<file path="config.mk">
export PLATFORM = sky130hd
export DESIGN_NAME = array_double_ended_queue_unit
export DESIGN_NICKNAME = d
export VERILOG_FILES = /design/src/hdl/adq_pkg.sv /design/src/hdl/adq_ram.sv /design/src/hdl/adq_ctrl.sv /design/src/hdl/array_double_ended_queue_unit.sv
export SDC_FILE = /design/constraint.sdc
export NUM_CORES = 2
export LEC_CHECK = 0
export BUFFER_PORTS_ARGS = -buffer_cell sky130_fd_sc_hd__buf_2
export CAP_MARGIN = 20
export CORE_MARGIN = 1
export CORE_UTILIZATION = 56
export CTS_BUF_LIST = sky130_fd_sc_hd__clkbuf_4 sky130_fd_sc_hd__clkbuf_8 sky130_fd_sc_hd__clkbuf_16
export DETAILED_ROUTE_END_ITERATION = 6
export PLACE_DENSITY_LB_ADDON = 0.05
export REMOVE_ABC_BUFFERS = 1
export SLEW_MARGIN = 30
export SYNTH_ARGS = -nofsm -noshare
export SYNTH_HDL_FRONTEND = slang
export SYNTH_SLANG_ARGS = --single-unit
</file>
<file path="constraint.sdc">
create_clock -name clk_i -period 6.65 [get_ports clk_i]
set_input_delay 1.33 -clock clk_i [delete_from_list [all_inputs] [get_ports clk_i]]
set_output_delay 1.33 -clock clk_i [all_outputs]
set_load 0.01 [all_outputs]
</file>
<file path="src/hdl/adq_pkg.sv">
// Shared types and constants for the array double-ended queue.
// Used by adq_ctrl and array_double_ended_queue_unit; no dependencies.
package adq_pkg;

  localparam int unsigned DEPTH        = 32;
  localparam int unsigned RESULT_LIMIT = 32;
  localparam int unsigned DATA_W       = 32;
  localparam int unsigned CAP_W        = 6;
  localparam int unsigned CMD_W        = 3;
  localparam int unsigned STAT_W       = 2;
  localparam int unsigned CAP_RESET    = 32;

  localparam int unsigned ADDR_W = (DEPTH > 1) ? $clog2(DEPTH) : 1;
  // signed pointer: rear spans -1..DEPTH-1, front spans 0..DEPTH
  localparam int unsigned PTR_W  = $clog2(DEPTH + 1) + 1;
  localparam int unsigned CMP_W  = ((CAP_W > PTR_W) ? CAP_W : PTR_W) + 1;
  localparam int unsigned REM_W  = $clog2(RESULT_LIMIT + 1);
  localparam int unsigned CNT_W  = ((PTR_W > REM_W) ? PTR_W : REM_W) + 1;

  // APB map: one register at byte address 0
  localparam int unsigned PADDR_W  = 3;
  localparam int unsigned PDATA_W  = 32;

  typedef enum logic [CMD_W-1:0] {
    CMD_INS_REAR  = 3'd0,
    CMD_INS_FRONT = 3'd1,
    CMD_DEL_REAR  = 3'd2,
    CMD_DEL_FRONT = 3'd3,
    CMD_DISPLAY   = 3'd4
  } cmd_e;

  typedef enum logic [STAT_W-1:0] {
    STAT_OK      = 2'd0,
    STAT_FULL    = 2'd1,
    STAT_NOFRONT = 2'd2,
    STAT_EMPTY   = 2'd3
  } status_e;

  typedef enum logic [2:0] {
    ST_IDLE = 3'b001,
    ST_DEL  = 3'b010,
    ST_DISP = 3'b100
  } state_e;

  // slot memory request from the controller
  typedef struct packed {
    logic              we;
    logic [ADDR_W-1:0] waddr;
    logic [DATA_W-1:0] wdata;
    logic              re;
    logic [ADDR_W-1:0] raddr;
  } mem_req_t;

endpackage

</file>
<file path="src/hdl/adq_ram.sv">
// Generic single-write, single-read synchronous RAM with registered read data.
// No dependencies.
module adq_ram #(
  parameter int unsigned Width = 32,
  parameter int unsigned Depth = 32,
  localparam int unsigned AddrW = (Depth > 1) ? $clog2(Depth) : 1
) (
  input  logic             clk_i,
  input  logic             we_i,
  input  logic [AddrW-1:0] waddr_i,
  input  logic [Width-1:0] wdata_i,
  input  logic             re_i,
  input  logic [AddrW-1:0] raddr_i,
  output logic [Width-1:0] rdata_o
);

  logic [Width-1:0] mem_q [Depth];
  logic [Width-1:0] rdata_q;

  always_ff @(posedge clk_i) begin
    if (we_i) begin
      mem_q[waddr_i] <= wdata_i;
    end
    if (re_i) begin
      rdata_q <= mem_q[raddr_i];
    end
  end

  assign rdata_o = rdata_q;

endmodule

</file>
<file path="src/hdl/adq_ctrl.sv">
// Command sequencer for the deque: pointers, slot memory requests, result register.
// Depends on adq_pkg.
module adq_ctrl import adq_pkg::*; (
  input  logic                     clk_i,
  input  logic                     rst_ni,
  input  logic [CAP_W-1:0]         cap_i,
  input  logic                     in_valid_i,
  output logic                     in_ready_o,
  input  logic [CMD_W-1:0]         command_i,
  input  logic signed [DATA_W-1:0] item_value_i,
  output logic                     out_valid_o,
  input  logic                     out_ready_i,
  output logic [STAT_W-1:0]        status_o,
  output logic signed [DATA_W-1:0] value_o,
  output logic                     last_o,
  output mem_req_t                 mem_req_o,
  input  logic [DATA_W-1:0]        mem_rdata_i
);

  state_e state_q, state_d;
  logic signed [PTR_W-1:0] front_q, front_d, rear_q, rear_d;
  logic [ADDR_W-1:0] disp_addr_q, disp_addr_d;
  logic [REM_W-1:0]  remain_q, remain_d;

  logic                     out_valid_q, out_valid_d;
  logic [STAT_W-1:0]        status_q, status_d;
  logic signed [DATA_W-1:0] value_q, value_d;
  logic                     last_q, last_d;

  logic out_free, accept, empty, full;
  logic signed [PTR_W-1:0] rear_lim, rear_inc, rear_dec, front_dec, front_inc, span;
  logic [CMP_W-1:0] cap_ext;
  logic [REM_W-1:0] disp_cnt;

  assign out_free   = !out_valid_q || out_ready_i;
  assign in_ready_o = (state_q == ST_IDLE) && out_free;
  assign accept     = in_valid_i && in_ready_o;

  assign empty     = front_q > rear_q;
  assign rear_inc  = rear_q + PTR_W'(1);
  assign rear_dec  = rear_q - PTR_W'(1);
  assign front_inc = front_q + PTR_W'(1);
  assign front_dec = front_q - PTR_W'(1);
  assign span      = rear_q - front_q + PTR_W'(1);

  // last usable rear position: capacity clamped to 1..DEPTH, minus one
  assign cap_ext = CMP_W'(cap_i);
  always_comb begin
    if (cap_i == '0) begin
      rear_lim = '0;
    end else if (cap_ext > CMP_W'(DEPTH)) begin
      rear_lim = PTR_W'(DEPTH - 1);
    end else begin
      rear_lim = PTR_W'(cap_ext - CMP_W'(1));
    end
  end
  assign full = rear_q >= rear_lim;

  // display length, capped at the result limit
  assign disp_cnt = (CNT_W'(unsigned'(span)) > CNT_W'(RESULT_LIMIT)) ?
                    REM_W'(RESULT_LIMIT) : REM_W'(unsigned'(span));

  always_comb begin
    state_d     = state_q;
    front_d     = front_q;
    rear_d      = rear_q;
    disp_addr_d = disp_addr_q;
    remain_d    = remain_q;
    out_valid_d = out_valid_q && !out_ready_i;
    status_d    = status_q;
    value_d     = value_q;
    last_d      = last_q;
    mem_req_o.we    = 1'b0;
    mem_req_o.waddr = rear_inc[ADDR_W-1:0];
    mem_req_o.wdata = item_value_i;
    mem_req_o.re    = 1'b0;
    mem_req_o.raddr = disp_addr_q;

    unique case (state_q)
      ST_IDLE: begin
        if (accept) begin
          case (cmd_e'(command_i))
            CMD_INS_REAR: begin
              out_valid_d = 1'b1;
              value_d     = '0;
              last_d      = 1'b1;
              if (full) begin
                status_d = STAT_FULL;
              end else begin
                status_d        = STAT_OK;
                rear_d          = rear_inc;
                mem_req_o.we    = 1'b1;
                mem_req_o.waddr = rear_inc[ADDR_W-1:0];
              end
            end
            CMD_INS_FRONT: begin
              out_valid_d = 1'b1;
              value_d     = '0;
              last_d      = 1'b1;
              if (front_q == '0 && rear_q == '1) begin
                status_d        = STAT_OK;
                rear_d          = '0;
                mem_req_o.we    = 1'b1;
                mem_req_o.waddr = '0;
              end else if (front_q != '0) begin
                status_d        = STAT_OK;
                front_d         = front_dec;
                mem_req_o.we    = 1'b1;
                mem_req_o.waddr = front_dec[ADDR_W-1:0];
              end else begin
                status_d = STAT_NOFRONT;
              end
            end
            CMD_DEL_REAR: begin
              if (empty) begin
                out_valid_d = 1'b1;
                status_d    = STAT_EMPTY;
                value_d     = '0;
                last_d      = 1'b1;
              end else begin
                mem_req_o.re    = 1'b1;
                mem_req_o.raddr = rear_q[ADDR_W-1:0];
                state_d         = ST_DEL;
                if (front_q > rear_dec) begin
                  front_d = '0;
                  rear_d  = '1;
                end else begin
                  rear_d = rear_dec;
                end
              end
            end
            CMD_DEL_FRONT: begin
              if (empty) begin
                out_valid_d = 1'b1;
                status_d    = STAT_EMPTY;
                value_d     = '0;
                last_d      = 1'b1;
              end else begin
                mem_req_o.re    = 1'b1;
                mem_req_o.raddr = front_q[ADDR_W-1:0];
                front_d         = front_inc;
                state_d         = ST_DEL;
              end
            end
            CMD_DISPLAY: begin
              if (empty) begin
                out_valid_d = 1'b1;
                status_d    = STAT_EMPTY;
                value_d     = '0;
                last_d      = 1'b1;
              end else begin
                mem_req_o.re    = 1'b1;
                mem_req_o.raddr = front_q[ADDR_W-1:0];
                disp_addr_d     = front_q[ADDR_W-1:0] + ADDR_W'(1);
                remain_d        = disp_cnt;
                state_d         = ST_DISP;
              end
            end
            default: ;  // unknown command: no result
          endcase
        end
      end
      ST_DEL: begin
        // result register is empty here: it was free when the delete was taken
        out_valid_d = 1'b1;
        status_d    = STAT_OK;
        value_d     = mem_rdata_i;
        last_d      = 1'b1;
        state_d     = ST_IDLE;
      end
      ST_DISP: begin
        // read data holds while the result register is blocked
        if (out_free) begin
          out_valid_d = 1'b1;
          status_d    = STAT_OK;
          value_d     = mem_rdata_i;
          last_d      = (remain_q == REM_W'(1));
          if (remain_q == REM_W'(1)) begin
            state_d = ST_IDLE;
          end else begin
            mem_req_o.re    = 1'b1;
            mem_req_o.raddr = disp_addr_q;
            disp_addr_d     = disp_addr_q + ADDR_W'(1);
            remain_d        = remain_q - REM_W'(1);
          end
        end
      end
      default: state_d = ST_IDLE;
    endcase
  end

  always_ff @(posedge clk_i or negedge rst_ni) begin
    if (!rst_ni) begin
      state_q     <= ST_IDLE;
      front_q     <= '0;
      rear_q      <= '1;
      out_valid_q <= 1'b0;
    end else begin
      state_q     <= state_d;
      front_q     <= front_d;
      rear_q      <= rear_d;
      out_valid_q <= out_valid_d;
    end
  end

  always_ff @(posedge clk_i) begin
    disp_addr_q <= disp_addr_d;
    remain_q    <= remain_d;
    status_q    <= status_d;
    value_q     <= value_d;
    last_q      <= last_d;
  end

  assign out_valid_o = out_valid_q;
  assign status_o    = status_q;
  assign value_o     = value_q;
  assign last_o      = last_q;

endmodule

</file>
<file path="src/hdl/array_double_ended_queue_unit.sv">
// Array deque top level: capacity register, command sequencer, slot memory.
// Depends on adq_pkg, adq_ram and adq_ctrl.
// Inserts load the result register on acceptance; deletes and displays read the
//   registered slot memory first. Throughput: one insert per cycle while
//   out_ready_i is high; a delete holds off requests until its result is loaded;
//   displays stream up to 32 results, one per cycle while out_ready_i is high.
// Reset: deque empty (front 0, rear -1), capacity 32; slot memory is not cleared.
module array_double_ended_queue_unit import adq_pkg::*; (
  input  logic                     clk_i,
  input  logic                     rst_ni,
  // APB-style configuration port
  input  logic                     psel,
  input  logic                     penable,
  input  logic                     pwrite,
  input  logic [PADDR_W-1:0]       paddr,
  input  logic [PDATA_W-1:0]       pwdata,
  output logic [PDATA_W-1:0]       prdata,
  output logic                     pready,
  // command requests
  input  logic                     in_valid_i,
  output logic                     in_ready_o,
  input  logic [CMD_W-1:0]         command_i,
  input  logic signed [DATA_W-1:0] item_value_i,
  // results
  output logic                     out_valid_o,
  input  logic                     out_ready_i,
  output logic [STAT_W-1:0]        status_o,
  output logic signed [DATA_W-1:0] value_o,
  output logic                     last_o
);

  logic [CAP_W-1:0] cap_q;
  logic             cap_sel;
  mem_req_t         mem_req;
  logic [DATA_W-1:0] mem_rdata;

  // Capacity register at word 0; other words read as zero and ignore writes.
  assign pready  = 1'b1;
  assign cap_sel = (paddr[PADDR_W-1] == 1'b0);
  assign prdata  = cap_sel ? PDATA_W'(cap_q) : '0;

  always_ff @(posedge clk_i or negedge rst_ni) begin
    if (!rst_ni) begin
      cap_q <= CAP_W'(CAP_RESET);
    end else if (psel && penable && pwrite && pready && cap_sel) begin
      cap_q <= pwdata[CAP_W-1:0];
    end
  end

  // Sequencer: owns front/rear pointers and the result register.
  adq_ctrl u_ctrl (
    .clk_i        (clk_i),
    .rst_ni       (rst_ni),
    .cap_i        (cap_q),
    .in_valid_i   (in_valid_i),
    .in_ready_o   (in_ready_o),
    .command_i    (command_i),
    .item_value_i (item_value_i),
    .out_valid_o  (out_valid_o),
    .out_ready_i  (out_ready_i),
    .status_o     (status_o),
    .value_o      (value_o),
    .last_o       (last_o),
    .mem_req_o    (mem_req),
    .mem_rdata_i  (mem_rdata)
  );

  // Slot storage. Writes and reads never target the same cycle, so no bypass.
  adq_ram #(
    .Width (DATA_W),
    .Depth (DEPTH)
  ) u_slots (
    .clk_i   (clk_i),
    .we_i    (mem_req.we),
    .waddr_i (mem_req.waddr),
    .wdata_i (mem_req.wdata),
    .re_i    (mem_req.re),
    .raddr_i (mem_req.raddr),
    .rdata_o (mem_rdata)
  );

endmodule

</file>
# Word level (Yosys, flattened, before mapping)
# Memories as Yosys holds them, arrays and structs flattened. A register that Yosys moved wholly into a read port is not among the register bits.
# Index checks and enable logic that the tools add are counted.
[op_classes] n_mux=72 n_eq_ne=28 n_addsub=10 bitwise_logic=1 n_reduce_logical=28 magnitude_cmp=5
[op_table] operator="2-to-1 mux 6 bit" n=17
[op_table] operator="2-to-1 mux 32 bit" n=3
[op_table] operator="one-hot mux 32 bit (3 select lines)" n=1
[op_table] operator="2-to-1 mux 7 bit" n=11
[op_table] operator="one-hot mux 32 bit (2 select lines)" n=1
[op_table] operator="one-hot mux 6 bit (2 select lines)" n=4
[op_table] operator="one-hot mux 7 bit (3 select lines)" n=2
[op_table] operator="2-to-1 mux 5 bit" n=5
[op_table] operator="adder 7 x 2 -> 7 bit (second input constant)" n=3
[op_table] operator="AND reduction 6 bit" n=3
[op_table] operator="2-to-1 mux 3 bit" n=5
[op_table] operator="greater-than comparator 7 bit" n=2
[op_table] operator="inequality test 2 bit (second input constant)" n=7
[op_table] operator="subtractor 7 x 2 -> 7 bit (second input constant)" n=2
[op_table] operator="inequality test 2 x 1 -> 1 bit (second input constant)" n=6
[op_table] operator="inequality test 3 bit (second input constant)" n=4
[op_table] operator="one-hot mux 2 bit (3 select lines)" n=2
[op_table] operator="one-hot mux 3 bit (2 select lines)" n=2
[op_table] operator="adder 5 x 1 -> 5 bit (second input constant)" n=2
[op_table] operator="2-to-1 mux 2 bit" n=5
[op_table] operator="one-hot mux 5 bit (2 select lines)" n=1
[op_table] operator="AND reduction 5 bit" n=2
[op_table] operator="== test 3 x 2 -> 1 bit (second input constant)" n=3
[op_table] operator="2-to-1 mux 1 bit" n=9
[op_table] operator="27 further kinds" n=42
[word_totals] output_inout_bits=70 ram_bits=1024 n_memories=1 ff_bits=70 input_bits=77 wordCells=155
[memory_table] name="u_slots.mem_q" words=32 word_bits=32 read_ports=1 rd_ports_with_merged_regs=1 write_ports=1 line="adq_ram.sv:17" source="logic [Width-1:0] mem_q [Depth];"

# Longest topological paths before layout
[logic_depth] word_depth=10 ltp_mapped=16 mapped_depth_nobuf=14

# Modules after synthesis
# Synthesis repeated with hierarchy kept, for this count alone.
[hier_totals] cells_unflattened=2827 hier_area_um2=46230.6
[modules_own_cells] module="adq_ram" cells_per_inst=2260 n_inst=1 area_each_um2=40812.9 seq_area_each_um2=31710.4
[modules_own_cells] module="adq_ctrl" cells_per_inst=519 n_inst=1 area_each_um2=4912.2 seq_area_each_um2=1841.8
[modules_own_cells] module="array_double_ended_queue_unit" cells_per_inst=48 n_inst=1 area_each_um2=505.5 seq_area_each_um2=151.4

# Least setup slack after synthesis
# Ideal clock, no wire load.
[synth_timing] path_type="flip-flop to flip-flop" from="reg u_ctrl.rear_q[2]" to="reg u_ctrl.last_q, in the netlist u_ctrl.last_o, enable pin" slack_ns=1.379 n_path_buf=2 setup_time_ns=0.478 synth_period_minus_slack_ns=5.271 arrival_time_ns=4.793 path_stages_with_launch=12 t_required_ns=6.172 path_cell_list="dfstp_2 -> clkbuf_1 -> inv_1 -> ha_1 -> a21oi_1 -> a21o_1 -> a21o_1 -> buf_2 -> nand2_1 -> nor3_1 -> o21bai_1 -> a221oi_1"
[synth_between] elab_chain_cells=3
[synth_rtl] element="start: declaration" line="adq_ctrl.sv:21" source="logic signed [PTR_W-1:0] front_q, front_d, rear_q, rear_d;"
[synth_rtl] element="start signal: assignment" line="adq_ctrl.sv:201" source="rear_q <= rear_d;"
[synth_rtl] element="greater-than comparator 7 bit" line="adq_ctrl.sv:39" source="assign empty = front_q > rear_q;"
[synth_rtl] element="inequality test 3 x 2 -> 1 bit (no line)"
[synth_rtl] element="AND reduction 5 bit (no line)"
[synth_rtl] element="end signal: assignment" line="adq_ctrl.sv:211" source="last_q <= last_d;"
[synth_rtl] element="end: declaration" line="adq_ctrl.sv:28" source="logic last_q, last_d;"
# Every way passes these cells.
# A chain may end at the register's enable or synchronous reset.

# Worst setup path in the final report
[layout_timing] from="reg cap_q[0]" to="mem u_slots.mem_q[17][18], enable pin"
[layout_between] elab_chain_cells=10 word_cells_on_any_way=12 cone_classes="add/sub (1); order compare (2); mux (8); reduce/logical (1)"
[layout_rtl] element="start: declaration" line="array_double_ended_queue_unit.sv:32" source="logic [CAP_W-1:0] cap_q;"
[layout_rtl] element="start signal: assignment" line="array_double_ended_queue_unit.sv:44" source="cap_q <= CAP_W'(CAP_RESET);"
[layout_rtl] element="start signal: assignment" line="array_double_ended_queue_unit.sv:46" source="cap_q <= pwdata[CAP_W-1:0];"
[layout_rtl] element="subtractor 6 x 1 -> 7 bit or greater-than comparator 6 bit (tied branches)" line="adq_ctrl.sv:54, adq_ctrl.sv:51"
[layout_rtl] element="2-to-1 mux 7 bit" line="adq_ctrl.sv:51" source="end else if (cap_ext > CMP_W'(DEPTH)) begin"
[layout_rtl] element="2-to-1 mux 7 bit (*)" line="adq_ctrl.sv:49" source="if (cap_i == '0) begin"
[layout_rtl] element=">= comparator 7 bit (*)" line="adq_ctrl.sv:57" source="assign full = rear_q >= rear_lim;"
[layout_rtl] element="2-to-1 mux 6 bit (*)" line="adq_ctrl.sv:87" source="if (full) begin"
[layout_rtl] element="one-hot mux 6 bit (2 select lines) (*)" line="adq_ctrl.sv:82" source="case (cmd_e'(command_i))"
[layout_rtl] element="2-to-1 mux 6 bit (*)" line="adq_ctrl.sv:81" source="if (accept) begin"
[layout_rtl] element="2-to-1 mux 6 bit (*)" line="adq_ctrl.sv:79" source="unique case (state_q)"
[layout_rtl] element="2-to-1 mux 1 bit (*)" line="adq_ram.sv:21" source="if (we_i) begin"
[layout_rtl] element="2-to-1 mux 1 bit (not written as such) (*)" line="adq_ram.sv:22" source="mem_q[waddr_i] <= wdata_i;"
[layout_rtl] element="end: declaration" line="adq_ram.sv:17"
# Every way passes the cells marked *; elsewhere a longest branch is shown, timed or not.

==> impl_metrics.toml <==
[status]
status = "completed"

[yosys]
syn_inst = 3106
synth-simple-area-share_pct = 9.99
synth_top_area_share_pct = 71.5
synth_flop_cell = "edfxtp_1"
synthAdderAreaFrac_pct = 1.21
synth_compound_area_share_pct = 6.84
synth.avg_cell_area_um2 = 14.9
ys_warn_count = 0
ys_async_sr_fraction_pct = 2.13
synth.distinct_cells = 66
synthXorXnorAreaFrac_pct = 0.530
yosys.area.top_type = "edfxtp_1"
synth_top_family_by_area = "simple AND/OR/NAND/NOR gates"
synth-seq-cells = 1126
synth_area_um2 = 46300
ys_top_cells_by_area = "edfxtp_1 72%, mux2i_1 5.6%, nand2_1 4.0%"
synth-edff-count = 1102
yosysSeqAreaShare_pct = 72.8
synthMuxAreaShare_pct = 5.79

[timing]
fin_worst_skew_ps = 24.8
max-slew-margin-rel_pct = 32.0
layout_min_cycle_time_ps = 5450
setup_ws_ps = 1200
post-route-period-util_pct = 81.9
whs_ps = 509
rsz0062_at_grt = "false"
slew_viol_final = 0
setup_tns_ps = 0
finalHoldViolations = 0
worst_pin_slew_ps = 1020
setup-violations-final = 0
fmax_mhz = 184

[clock_tree]
cts_hold_buf = 0
cts_max_level = 3
clk_latency_ps = 680
clk_path_buf_depth = 3
cts_buffers = 112
tritoncts = "done"
root_buffer = "clkbuf_16"
path_clk_slew_ps = 60
post_cts.repair.setup_buffers = 0
cts_resized = 0
cts_sinks = 1126

[worst_setup_path]
crit_fanout = 16
end_kind = "flip-flop"
crit_arrival_ps = 5810
path_cells = "inv_1 > ha_1 > and2_1 > maj3_1 > ha_1 > a21o_1 > a21o_1 > a21o_1 > a21o_1 > a21oi_1 > or3_1 > nand4b_1 > nor2_4 > buf_4"
crit_slowest_cell = "nor2_4"
critPathBufInv = 2
crit_family = "simple AND/OR/NAND/NOR gates"
cpMostUsedCell = "a21o_1"
worstPathRequired_ps = 7010
max_stage_delay_ps = 1000
cp-start-kind = "flip-flop"
crit_type = "flip-flop to flip-flop"

[final_layout]
seqCellArea_um2 = 33700
multi_input_area_um2 = 11800
fin_nets = 3366
syn2layout_area_growth_pct = 12.7
mostFrequentLayoutCells = "1102 x edfxtp_1, 485 x nand2_1, 260 x mux2i_1, 138 x o22ai_1, 113 x clkbuf_16"
drive_above_1_share_pct = 14.5
final_util_pct = 63.6
fillers = 5945
final_common_cell = "edfxtp_1"

[detailed_routing]
wirelength_mm = 117
first_pass_iters = 6
num_vias = 27300
drcViolationCount = 0
ant_nets = 0
initialDrtViolationCount = 2672
route.detailed.wl_per_inst_um = 26.6
drt-vias-per-instance = 6.18

[placement]
place_congestion = 0.903
pre_cts_ws_ps = 998
io_buffers = 91
place_hpwl_mm = 66.5

[power_and_ir_drop]
p_leak_nw = 18.2
irDropWorstVdd_mv = 0.251
p_per_area_nw_per_um2 = 340

[die]
fp.dieH_um = 289
core-area_um2 = 82000
initial_utilization_pct = 56.4
dieArea_um2 = 83800
rows = 105
die_w_um = 289
pin_count = 147

[global_route]
grt_antenna_before_repair = 3
grt_pass1_vias = 26500
grt_pass1_wl_mm = 172
grt_remaining_overflow = 0
track_usage_pct = 28.2
grt_max_degree = 121

[run]
maxCapViolCount = 0

[min_path]
hp-class = "flip-flop to flip-flop"
==> cell type report <==
cell class / instances / share of cell area (%)
well taps: 1070 / 2.57
diodes: 1 / 0.00480
clock buffers: 137 / 5.77
flip-flops and latches: 1126 / 64.6
repair buffers: 203 / 3.04
inverters: 29 / 0.209
clock inverters: 69 / 1.26
multi-input cells: 1776 / 22.5
==> flip-flops by register name (all words and copies together) (netlist names) <==
name,count
u_ctrl.last_o,1
u_ctrl.disp_addr_q,5
u_ctrl.value_o,32
u_ctrl.rear_q,7
u_slots.mem_q,1024
u_ctrl.status_o,2
cap_q,6
u_ctrl.remain_q,6
u_ctrl.out_valid_o,1
u_ctrl.state_q,3
u_slots.rdata_o,32
u_ctrl.front_q,7
==> kinds of logic after synthesis <==
logic type | Yosys count
adders and majority gates | 45
and+or+nand+nor | 940
muxes | 267
other | 2
DFF | 1126
AOI/OAI and AO/OA | 469
xor gates and xnor gates | 28
buffers and inverters | 229
==> worst paths after layout <==
path / startpoint / to / slack (ps) / depth (start not counted)
min in group asynchronous: rst_ni / cap_q[4] / 690 / 1
min reg2reg: u_slots.rdata_o[21] / u_ctrl.value_o[21] / 510 / 1
max: cap_q[0] / u_slots.mem_q[17][18] / 1200 / 14
max reg2reg: cap_q[0] / u_slots.mem_q[17][18] / 1200 / 14
min: u_slots.rdata_o[21] / u_ctrl.value_o[21] / 510 / 1
max in group asynchronous: rst_ni / u_ctrl.front_q[2] / 5530 / 1
==> where the power goes <==
group	total, W	internal [W]	switching (W)	leakage, nW
clock	0.00625	0.00360	0.00265	1.82
sequential	0.00829	0.00811	0.000179	10.2
combinational	0.00318	0.00114	0.00204	6.13
==> cells in the mapped netlist, types with 10 or more instances <==
| cell | count |
|---|---|
| a21o_1 | 11 |
| a21oi_1 | 91 |
| a22oi_1 | 38 |
| a31oi_1 | 10 |
| a32oi_1 | 65 |
| and2_1 | 35 |
| and3_1 | 70 |
| buf_1 | 14 |
| buf_2 | 56 |
| buf_4 | 34 |
| buf_6 | 31 |
| clkbuf_1 | 65 |
| dfrtp_1 | 15 |
| edfxtp_1 | 1102 |
| ha_1 | 40 |
| inv_1 | 28 |
| mux2i_1 | 260 |
| nand2_1 | 491 |
| nand3_1 | 81 |
| nand3b_1 | 37 |
| nand4_1 | 70 |
| nor2_1 | 72 |
| nor3_1 | 13 |
| nor4_2 | 32 |
| o21a_1 | 36 |
| o21ai_0 | 37 |
| o22ai_1 | 139 |
| xnor2_1 | 23 |
==> worst reg2reg max path, stage by stage (launching register included) <==
cell and delay [ps]:
dfrtp_1 440, inv_1 110, ha_1 260, and2_1 190
maj3_1 360, ha_1 280, a21o_1 150, a21o_1 170
a21o_1 170, a21o_1 170, a21oi_1 410, or3_1 250
nand4b_1 780, nor2_4 1010, buf_4 390
==> per-layer routing <==
layer	GRT usage [%]	vias up	wire length, um
met5	0	-	9
met4	9.47	2	3530
met3	3.98	218	7790
met2	45.6	1012	56100
met1	39.7	13800	50000
li1	-	12200	-
==> through the flow <==
step / power, W / area [um^2] / cells
2_1_floorplan: 0.0109 / 45200 / 2931
3_3_place_gp: 0.0115 / 48400 / 4202
3_5_place_dp: 0.0116 / 48500 / 4204
4_1_cts: 0.0178 / 52200 / 4410
5_1_grt: 0.0184 / 52200 / 4410
6_report: 0.0177 / 52200 / 4411
Power figures use the tool's default switching activity.
